[config.mk]
export PLATFORM = sky130hd
export DESIGN_NAME = paren_aware_word_splitter_top
export DESIGN_NICKNAME = d
export VERILOG_FILES = /design/src/hdl/pws_pkg.sv /design/src/hdl/pws_step.sv /design/src/hdl/paren_aware_word_splitter_top.sv
export SDC_FILE = /design/constraint.sdc
export NUM_CORES = 1
export LEC_CHECK = 0
export BUFFER_PORTS_ARGS = -buffer_cell sky130_fd_sc_hd__buf_2
export CORE_UTILIZATION = 29
export DETAILED_ROUTE_END_ITERATION = 8
export PLACE_DENSITY = 0.44
export SYNTH_ARGS = -nofsm -noshare
export SYNTH_HDL_FRONTEND = slang
export SYNTH_HIERARCHICAL = 1
export SYNTH_SLANG_ARGS = --single-unit
export TNS_END_PERCENT = 1
[constraint.sdc]
create_clock -name clk -period 3.99 [get_ports clk]
set_input_delay 0.798 -clock clk [delete_from_list [all_inputs] [get_ports clk]]
set_output_delay 0.798 -clock clk [all_outputs]
set_load 0.01 [all_outputs]
[src/hdl/pws_pkg.sv]
// ----------------------------------------------------------------------------
// pws_pkg: shared types and constants for the bracket-aware word splitter
// Holds the configuration, state and result records, the register index
// map, the error codes and the bracket character constants.
// ----------------------------------------------------------------------------
package pws_pkg;

  // Upper limit on nesting; the level is eight bits, so the limit is capped.
  localparam int MAX_NESTING = 255;
  localparam int LEVEL_LIMIT_INT = (MAX_NESTING > 255) ? 255 : MAX_NESTING;
  localparam logic [7:0] LEVEL_LIMIT = LEVEL_LIMIT_INT[7:0];

  localparam int CFG_IDX_W  = 3;
  localparam int CFG_DATA_W = 8;

  typedef enum logic [CFG_IDX_W-1:0] {
    REG_SEP_CHAR_A    = 3'd0,
    REG_SEP_CHAR_B    = 3'd1,
    REG_SEP_CHAR_C    = 3'd2,
    REG_SEP_CHAR_D    = 3'd3,
    REG_SEP_COUNT     = 3'd4,
    REG_BRACKET_KIND  = 3'd5,
    REG_DROP_BRACKETS = 3'd6,
    REG_CARRY_LEVEL   = 3'd7
  } reg_idx_t;

  typedef enum logic [1:0] {
    ERR_NONE        = 2'd0,
    ERR_EXTRA_CLOSE = 2'd1,
    ERR_UNMATCHED   = 2'd2,
    ERR_OVERFLOW    = 2'd3
  } err_t;

  typedef enum logic [1:0] {
    BK_ROUND  = 2'd0,
    BK_SQUARE = 2'd1,
    BK_CURLY  = 2'd2,
    BK_NONE   = 2'd3
  } bracket_kind_t;

  localparam logic [7:0] CH_ROUND_OPEN   = 8'h28;
  localparam logic [7:0] CH_ROUND_CLOSE  = 8'h29;
  localparam logic [7:0] CH_SQUARE_OPEN  = 8'h5B;
  localparam logic [7:0] CH_SQUARE_CLOSE = 8'h5D;
  localparam logic [7:0] CH_CURLY_OPEN   = 8'h7B;
  localparam logic [7:0] CH_CURLY_CLOSE  = 8'h7D;

  localparam logic [7:0] RST_SEP_A = 8'd32;
  localparam logic [7:0] RST_SEP_B = 8'd9;
  localparam logic [7:0] RST_SEP_C = 8'd10;
  localparam logic [7:0] RST_SEP_D = 8'd0;
  localparam logic [2:0] RST_SEP_COUNT = 3'd3;

  typedef struct packed {
    logic [7:0]    sep_a;
    logic [7:0]    sep_b;
    logic [7:0]    sep_c;
    logic [7:0]    sep_d;
    logic [2:0]    sep_count;
    bracket_kind_t bracket_kind;
    logic          drop_brackets;
    logic          carry_level;
  } cfg_t;

  typedef struct packed {
    logic [7:0] nest_level;
    logic       word_open;
  } state_t;

  typedef struct packed {
    logic       char_kept;
    logic [7:0] char_out;
    logic       word_end;
    logic [7:0] level_out;
    err_t       error_code;
  } result_t;

endpackage

[src/hdl/pws_step.sv]
// ----------------------------------------------------------------------------
// pws_step: per-character classification logic
// Combinational evaluation of one character against the current nesting
// state; produces the result record and the state for the next character.
// ----------------------------------------------------------------------------
module pws_step (
  input  pws_pkg::cfg_t    cfg,
  input  logic [7:0]       char_in,
  input  logic             line_end,
  input  pws_pkg::state_t  state_cur,
  output pws_pkg::result_t result,
  output pws_pkg::state_t  state_nxt
);
  import pws_pkg::*;

  logic [7:0] open_c;
  logic [7:0] close_c;
  logic       bk_valid;
  logic       is_open;
  logic       is_close;
  logic       on_bracket;
  logic       is_sep;
  logic       err_close;
  logic       err_ovf;
  logic [7:0] lvl_a;
  logic [7:0] lvl_b;
  logic       found;
  logic       kept;
  logic       wo_mid;
  logic       wend;
  err_t       err;

  always_comb begin
    bk_valid = 1'b1;
    case (cfg.bracket_kind)
      BK_ROUND: begin
        open_c  = CH_ROUND_OPEN;
        close_c = CH_ROUND_CLOSE;
      end
      BK_SQUARE: begin
        open_c  = CH_SQUARE_OPEN;
        close_c = CH_SQUARE_CLOSE;
      end
      BK_CURLY: begin
        open_c  = CH_CURLY_OPEN;
        close_c = CH_CURLY_CLOSE;
      end
      default: begin
        open_c   = CH_ROUND_OPEN;
        close_c  = CH_ROUND_CLOSE;
        bk_valid = 1'b0;
      end
    endcase
  end

  // A count above four enables all four separators.
  assign is_sep = ((cfg.sep_count >= 3'd1) && (char_in == cfg.sep_a)) ||
                  ((cfg.sep_count >= 3'd2) && (char_in == cfg.sep_b)) ||
                  ((cfg.sep_count >= 3'd3) && (char_in == cfg.sep_c)) ||
                  ((cfg.sep_count >= 3'd4) && (char_in == cfg.sep_d));

  assign is_open    = bk_valid && (char_in == open_c);
  assign is_close   = bk_valid && (char_in == close_c);
  assign on_bracket = (is_open || is_close) && cfg.drop_brackets;

  // Close lowers the level before the separator test.
  assign err_close = is_close && (state_cur.nest_level == 8'd0);
  assign lvl_a     = (is_close && !err_close) ? state_cur.nest_level - 8'd1
                                              : state_cur.nest_level;

  assign found = (lvl_a == 8'd0) && is_sep;
  assign kept  = !((lvl_a == 8'd0) && (found || on_bracket));

  // Open raises the level after the test, saturating at the limit.
  assign err_ovf = is_open && (lvl_a >= LEVEL_LIMIT);
  assign lvl_b   = (is_open && !err_ovf) ? lvl_a + 8'd1 : lvl_a;

  assign wo_mid = kept || state_cur.word_open;
  assign wend   = wo_mid && (found || line_end);

  always_comb begin
    if (err_close) begin
      err = ERR_EXTRA_CLOSE;
    end else if (err_ovf) begin
      err = ERR_OVERFLOW;
    end else if (wend && !cfg.carry_level && (lvl_b != 8'd0)) begin
      err = ERR_UNMATCHED;
    end else begin
      err = ERR_NONE;
    end
  end

  always_comb begin
    result.char_kept  = kept;
    result.char_out   = char_in;
    result.word_end   = wend;
    result.level_out  = lvl_b;
    result.error_code = err;

    state_nxt.word_open  = wo_mid && !(found || line_end);
    state_nxt.nest_level = (line_end && !cfg.carry_level) ? 8'd0 : lvl_b;
  end

endmodule

[src/hdl/paren_aware_word_splitter_top.sv]
// ----------------------------------------------------------------------------
// paren_aware_word_splitter_top: bracket-aware word splitter
// Splits a character stream into words at separators that sit outside
// bracket nesting, and reports nesting level and errors for every character.
// ----------------------------------------------------------------------------
// Path: an accepted request is held in the input register, then in the result
// register, whose contents drive the output channel.
// Throughput: one request per cycle; the input register and the result
// register form a two-stage pipeline that stalls only when the output does.
// Reset (rst_n low, synchronous): both stages empty, nesting level zero, no
// word in progress, configuration registers at their default values.
// ----------------------------------------------------------------------------
module paren_aware_word_splitter_top (
  input  logic                            clk,
  input  logic                            rst_n,
  // Input channel
  input  logic                            in_valid,
  output logic                            in_stall,
  input  logic [7:0]                      in_char_in,
  input  logic                            in_line_end,
  // Result channel
  output logic                            out_valid,
  input  logic                            out_stall,
  output logic                            out_char_kept,
  output logic [7:0]                      out_char_out,
  output logic                            out_word_end,
  output logic [7:0]                      out_level_out,
  output logic [1:0]                      out_error_code,
  // Configuration write port
  input  logic                            cfg_we,
  input  logic [pws_pkg::CFG_IDX_W-1:0]   cfg_index,
  input  logic [pws_pkg::CFG_DATA_W-1:0]  cfg_wdata
);
  import pws_pkg::*;

  // Configuration registers. The user must write them only while the block is
  // idle; the block does not enforce it; the step logic reads them unshadowed.
  cfg_t cfg_r;

  always_ff @(posedge clk) begin
    if (!rst_n) begin
      cfg_r.sep_a         <= RST_SEP_A;
      cfg_r.sep_b         <= RST_SEP_B;
      cfg_r.sep_c         <= RST_SEP_C;
      cfg_r.sep_d         <= RST_SEP_D;
      cfg_r.sep_count     <= RST_SEP_COUNT;
      cfg_r.bracket_kind  <= BK_ROUND;
      cfg_r.drop_brackets <= 1'b0;
      cfg_r.carry_level   <= 1'b0;
    end else if (cfg_we) begin
      case (reg_idx_t'(cfg_index))
        REG_SEP_CHAR_A:    cfg_r.sep_a         <= cfg_wdata[7:0];
        REG_SEP_CHAR_B:    cfg_r.sep_b         <= cfg_wdata[7:0];
        REG_SEP_CHAR_C:    cfg_r.sep_c         <= cfg_wdata[7:0];
        REG_SEP_CHAR_D:    cfg_r.sep_d         <= cfg_wdata[7:0];
        REG_SEP_COUNT:     cfg_r.sep_count     <= cfg_wdata[2:0];
        REG_BRACKET_KIND:  cfg_r.bracket_kind  <= bracket_kind_t'(cfg_wdata[1:0]);
        REG_DROP_BRACKETS: cfg_r.drop_brackets <= cfg_wdata[0];
        REG_CARRY_LEVEL:   cfg_r.carry_level   <= cfg_wdata[0];
        default: ;
      endcase
    end
  end

  // Stage one: the input register. It moves forward whenever the result
  // register is empty or its current result is being taken this cycle.
  logic       s1_valid_r;
  logic [7:0] s1_char_r;
  logic       s1_last_r;
  logic       s2_load;
  logic       in_take;

  assign s2_load  = !out_valid || !out_stall;
  assign in_stall = s1_valid_r && !s2_load;
  assign in_take  = in_valid && !in_stall;

  always_ff @(posedge clk) begin
    if (!rst_n) begin
      s1_valid_r <= 1'b0;
    end else if (s2_load || !s1_valid_r) begin
      s1_valid_r <= in_valid;
    end
  end

  always_ff @(posedge clk) begin
    if (in_take) begin
      s1_char_r <= in_char_in;
      s1_last_r <= in_line_end;
    end
  end

  // Splitter state: advances exactly once per character, as the character
  // leaves stage one for the result register.
  state_t  state_r;
  state_t  state_nxt;
  result_t result_nxt;
  logic    s1_fire;

  assign s1_fire = s1_valid_r && s2_load;

  pws_step u_step (
    .cfg       (cfg_r),
    .char_in   (s1_char_r),
    .line_end  (s1_last_r),
    .state_cur (state_r),
    .result    (result_nxt),
    .state_nxt (state_nxt)
  );

  always_ff @(posedge clk) begin
    if (!rst_n) begin
      state_r <= '0;
    end else if (s1_fire) begin
      state_r <= state_nxt;
    end
  end

  // Stage two: the result register feeding the output channel.
  logic    out_valid_r;
  result_t result_r;

  always_ff @(posedge clk) begin
    if (!rst_n) begin
      out_valid_r <= 1'b0;
    end else if (s2_load) begin
      out_valid_r <= s1_valid_r;
    end
  end

  always_ff @(posedge clk) begin
    if (s1_fire) begin
      result_r <= result_nxt;
    end
  end

  assign out_valid      = out_valid_r;
  assign out_char_kept  = result_r.char_kept;
  assign out_char_out   = result_r.char_out;
  assign out_word_end   = result_r.word_end;
  assign out_level_out  = result_r.level_out;
  assign out_error_code = result_r.error_code;

endmodule

Word level (Yosys, flattened, before mapping). Index checks and enable logic that the tools add are counted.

Register bits: 79. Input port bits: 25. Output and inout bits: 22. Logic and storage cells: 105.

Add/subtract/negate cells: 2. Magnitude comparators: 5. Eq/ne operators: 15. Muxes and demuxes: 8. Reductions and logical operators: 55.

Operators with widths (count): 8-bit == test (4); 7-bit case mux with 2 select lines (2); 8-bit 2-to-1 mux (3); 1-bit logical AND (21); 8-bit by 7-bit == test with 1-bit output (2); 8-bit zero test (2); 2-bit AND reduction (8); 3-bit == test (second input constant) (4); 1-bit zero test (10); 1-bit logical OR (9); 8-bit by 1-bit adder with 8-bit output (second input constant) (1); 8-bit greater-or-equal comparator (second input constant) (1); 8-bit nonzero test (1); 8-bit by 1-bit subtractor with 8-bit output (second input constant) (1); 3-bit by 2-bit == test with 1-bit output (second input constant) (2); 3-bit by 2-bit greater-or-equal comparator with 1-bit output (second input constant) (2); 2-bit 2-to-1 mux (2); 3-bit by 1-bit == test with 1-bit output (second input constant) (1); 3-bit by 1-bit greater-or-equal comparator with 1-bit output (second input constant) (1); 3-bit greater-or-equal comparator (second input constant) (1); 3-bit zero test (1); 3-bit OR reduction (1); 2-bit by 1-bit == test with 1-bit output (second input constant) (1); 2-bit == test (second input constant) (1); 3 further kinds (3).

Longest topological paths before layout.
Depth in word-level cells: 19. Mapped depth: 17. Mapped depth without buffers: 15.

Hierarchy. Netlist, hierarchy kept.

By module, submodules not included: paren_aware_word_splitter_top (times used 1, cells each 223, area each 2847.7 µm², sequential area each 1871.8 µm²); pws_step (times used 1, cells each 204, area each 1492.7 µm², sequential area each 0.0 µm²).

Least setup slack after synthesis. OpenSTA, ideal clock, no wires.

Path kind: reg2reg. From: register cfg_r[3] (netlist name). To: register result_r, in the netlist out_error_code[1] (data pin). Setup time: 261 ps. Arrival time: 2777 ps. Data required time: 3729 ps. Path slack: 952 ps. Stages on the path, launching flop included: 16. Buffers on the path: 2. Clock period less this slack: 3038 ps. Cell sequence: dfxtp_1 -> inv_1 -> ha_1 -> buf_2 -> nor3b_2 -> o2111a_1 -> buf_6 -> nand2_1 -> o21ai_0 -> ha_1 -> nand3_1 -> o21ba_2 -> and2_1 -> a21o_1 -> nand4bb_1 -> o311a_1.

Longest elaborated chain between the ends: 19.

Ends and longest elaborated chain: start, declared (RTL line paren_aware_word_splitter_top.sv:38) `cfg_t cfg_r;`; parallel branches: the longest is 19 deep, another holds 8-bit greater-or-equal comparator; end signal, assigned (RTL line paren_aware_word_splitter_top.sv:132) `result_r <= result_nxt;`; end, declared (RTL line paren_aware_word_splitter_top.sv:120) `result_t result_r;`.

Parallel ways; which one is timed is not known. A chain may end at the register's enable or synchronous reset.

==> flow_summary.yaml <==
clock_network:
  clk_pin_slew_worst_paths_ps: 60
  tritoncts: "done"
  root_buffer: "clkbuf_16"
  clk-insertion-delay-late_ps: 340
  h-tree-depth: 3
  cts_sinks: 79
  cts_setup_buffers: 0
  clockBufferDepth: 2
  ctsResizeCount: 0
  numCtsBuffers: 9
  cts_hold_buf: 0
global_route:
  grt_pass1_vias: 3084
  gr-usage-all-layers: 0.137
  grt_pass1_wl_um: 16400
  grt.overflow.total: 0
  antenna_found_initial: 0
  grt_max_degree: 36
worst_setup_path:
  worst_ep_required_time_ps: 4080
  crit_chain: "inv_1 -> ha_1 -> nor3b_2 -> o2111ai_2 -> or4_4 -> a221o_1 -> a2111o_1 -> a22oi_1 -> o21ai_1 -> o311a_1"
  worstSetupEndpointType: "flip-flop"
  path_class: "reg2reg"
  cp_max_fo: 12
  reg2regPathDepth: 10
  slowest_delay_ps: 620
  startpoint_type: "flip-flop"
  slowest_stage: "or4_4"
  worstPathArrival_ps: 3580
sta:
  hold_violations: 0
  rsz0062_at_grt: "false"
  final-setup-viol-count: 0
  finalSetupTns_ps: 0
  period_minus_slack_ps: 3490
  fin_crit_sh: 0.874
  relSlewSlack: 0.261
  skew_ps: 4.67
  drv_slew: 0
  tightest_slew_ps: 1110
  holdWs_ps: 471
  fmax_mhz: 287
worst_hold_path:
  hold_depth: 2
  hp-class: "reg2reg"
finish:
  final_cells: 641
  finish.utilization: 0.336
  fin_nets: 481
  num_antenna_cells: 0
  drive_above_1_share: 0.190
  design_area_mm2: 0.00490
  layout-area-overhead-vs-synth_pct: 13.0
placement:
  dp.final_hpwl_um: 7250
  routabilityCongestion: 0.787
  port_buffers: 46
  dpl.cell_count: 625
  place_area_mm2: 0.00460
pwr:
  p_int_mw: 1.41
  comb_power_share: 0.073
  power_switching_mw: 0.439
  powerDensity_mw_per_mm2: 377
  leakage_nw: 2.00
  seqPwrFrac: 0.479
  p_clk_frac: 0.448
  ir_drop_mv: 0.216
  sw_frac_of_total: 0.237
routing:
  vias: 3046
  drcViolationCount: 0
  drtAntennaViolNets: 0
  drtIter0Drc: 115
  via_per_inst: 4.75
  dr.pass1.iters: 4
  routed_wl_um: 10000
  wl_per_cell_um: 15.7
yosys:
  avgSynthCellArea_um2: 10.2
  ys_seq_area_frac: 0.431
  synth_area_mm2: 0.00434
  postSynthCellCount: 427
  async_flop_share: 0
  synth_ff_type: "dfxtp_1"
  ys_seq_elements: 79
  synth_edf_count: 29
  yosys_warnings: 6
  syn-num-nets: 456
  ys_types: 69
floorplanning:
  fp.dieW_um: 124
  std_cell_rows: 44
  initial_core_util: 0.298
  die_area_mm2: 0.0155
  boundaryPins: 47
  die_h_um: 124
  core-area_mm2: 0.0146
job:
  drv_cap: 0
run_status:
  status: "completed"
-- placed cells by master (no fill, tap or decap), types with 3 or more instances in the layout --
cell and n:
clkbuf_16 10, and3_1 3, nor3_1 7, nor2b_1 20, a21oi_1 5, mux2i_1 49
or2_2 3, nand4b_1 4, nand3_1 9, nand4bb_1 3, buf_2 46, dfxtp_1 50
xnor2_1 32, buf_4 4, nor2_1 12, o21ai_0 5, xor2_1 10, nand2_1 71
edfxtp_1 29, nand4_1 8, inv_1 9, nor4_1 5, ha_1 4
-- path summary, 6_finish.rpt --
kind             start                 to  slack (ps)
max           cfg_r[3]  out_error_code[1]         500
min          cfg_r[19]          cfg_r[19]         470
max reg2reg   cfg_r[3]  out_error_code[1]         500
min reg2reg  cfg_r[19]          cfg_r[19]         470
-- cell type report --
cell class,instances,area (um^2)
clock buffer,12,278
tap,184,230
fill,1469,9680
sequential,79,1870
inverter,9,33.8
timing repair buffer,50,260
clock inverter,4,26.3
multi-input combinational,303,2200
-- power by group through the flow --
stage / clock network, mW / logic, mW / registers, mW
floorplan: 0 / 0.104 / 0.893
global placement: 0 / 0.137 / 0.905
detailed placement: 0 / 0.138 / 0.906
CTS: 0.852 / 0.138 / 0.888
global route: 0.879 / 0.150 / 0.891
finish: 0.829 / 0.135 / 0.887
-- routing by layer --
layer / track usage / part of all wire / up-vias
met3: 0.0292 / 0.033 / 18
met4: 0.0716 / 0.022 / 0
li1: - / - / 1540
met5: 0 / 0 / -
met1: 0.169 / 0.47 / 1435
met2: 0.224 / 0.47 / 53
-- cell usage after synthesis, drive strengths merged, types with 2 or more instances --
cell type  count  area [um^2]
dfxtp         50         1000
a2111o         2         22.5
edfxtp        29          871
mux2i         49          490
nor4b          2         32.5
nand4bb        3         33.8
inv            9         33.8
nor4           5         31.3
xor2          11          104
nor2b         20          125
nand4b         5         58.8
or4            3         27.5
o311ai         2         17.5
and3           3         18.8
mux2           3         37.5
or3            2         12.5
ha             4         50.1
nand3          9         45.0
nor3b          3         27.5
xnor2         33          297
nand2         71          267
o21ai          6         30.0
o211ai         2         20.0
nand4          8         50.1
nor3           7         35.0
a21oi          5         25.0
clkbuf         3         11.3
o21a           2         15.0
or2            3         18.8
a21boi         2         15.0
nor2          14         62.6
buf           33          230
and2           2         12.5
-- logic make-up (layout without fill, tap and decap cells) --
logic type / after synthesis / after routing / share of synthesized area
AND/OR/NAND/NOR: 167 / 167 / 0.213
adder cells (fa/ha/maj): 4 / 4 / 0.0115
flip-flops: 79 / 79 / 0.431
AO/OA/AOI/OAI: 36 / 36 / 0.0669
multiplexers: 52 / 52 / 0.122
XOR/XNOR: 44 / 44 / 0.0922
buffers and inverters: 45 / 75 / 0.0634
-- worst max-delay path, delay by kind of cell (launching register included) --
| kind | cells | cell delay (ps) |
|---|---|---|
| compound gates | 6 | 1540 |
| simple gates | 2 | 880 |
| buf+inv | 1 | 50 |
| fa+ha+maj | 1 | 400 |
| flops | 1 | 340 |
-- state kept, by name, indices dropped and copies added, names as in the netlist --
| signal | cells |
|---|---|
| s1_valid_r | 1 |
| out_valid | 1 |
| out_level_out | 8 |
| out_char_kept | 1 |
| s1_last_r | 1 |
| out_char_out | 8 |
| out_error_code | 2 |
| cfg_r | 39 |
| state_r | 9 |
| s1_char_r | 8 |
| out_word_end | 1 |
-- stage by stage --
step / power [mW] / setup slack (ps)
after floorplan: 0.997 / 952
after global placement: 1.04 / 634
after detailed placement: 1.04 / 508
after CTS: 1.88 / 484
after global routing: 1.92 / 251
final: 1.85 / 503
Power figures use the tool's default switching activity.
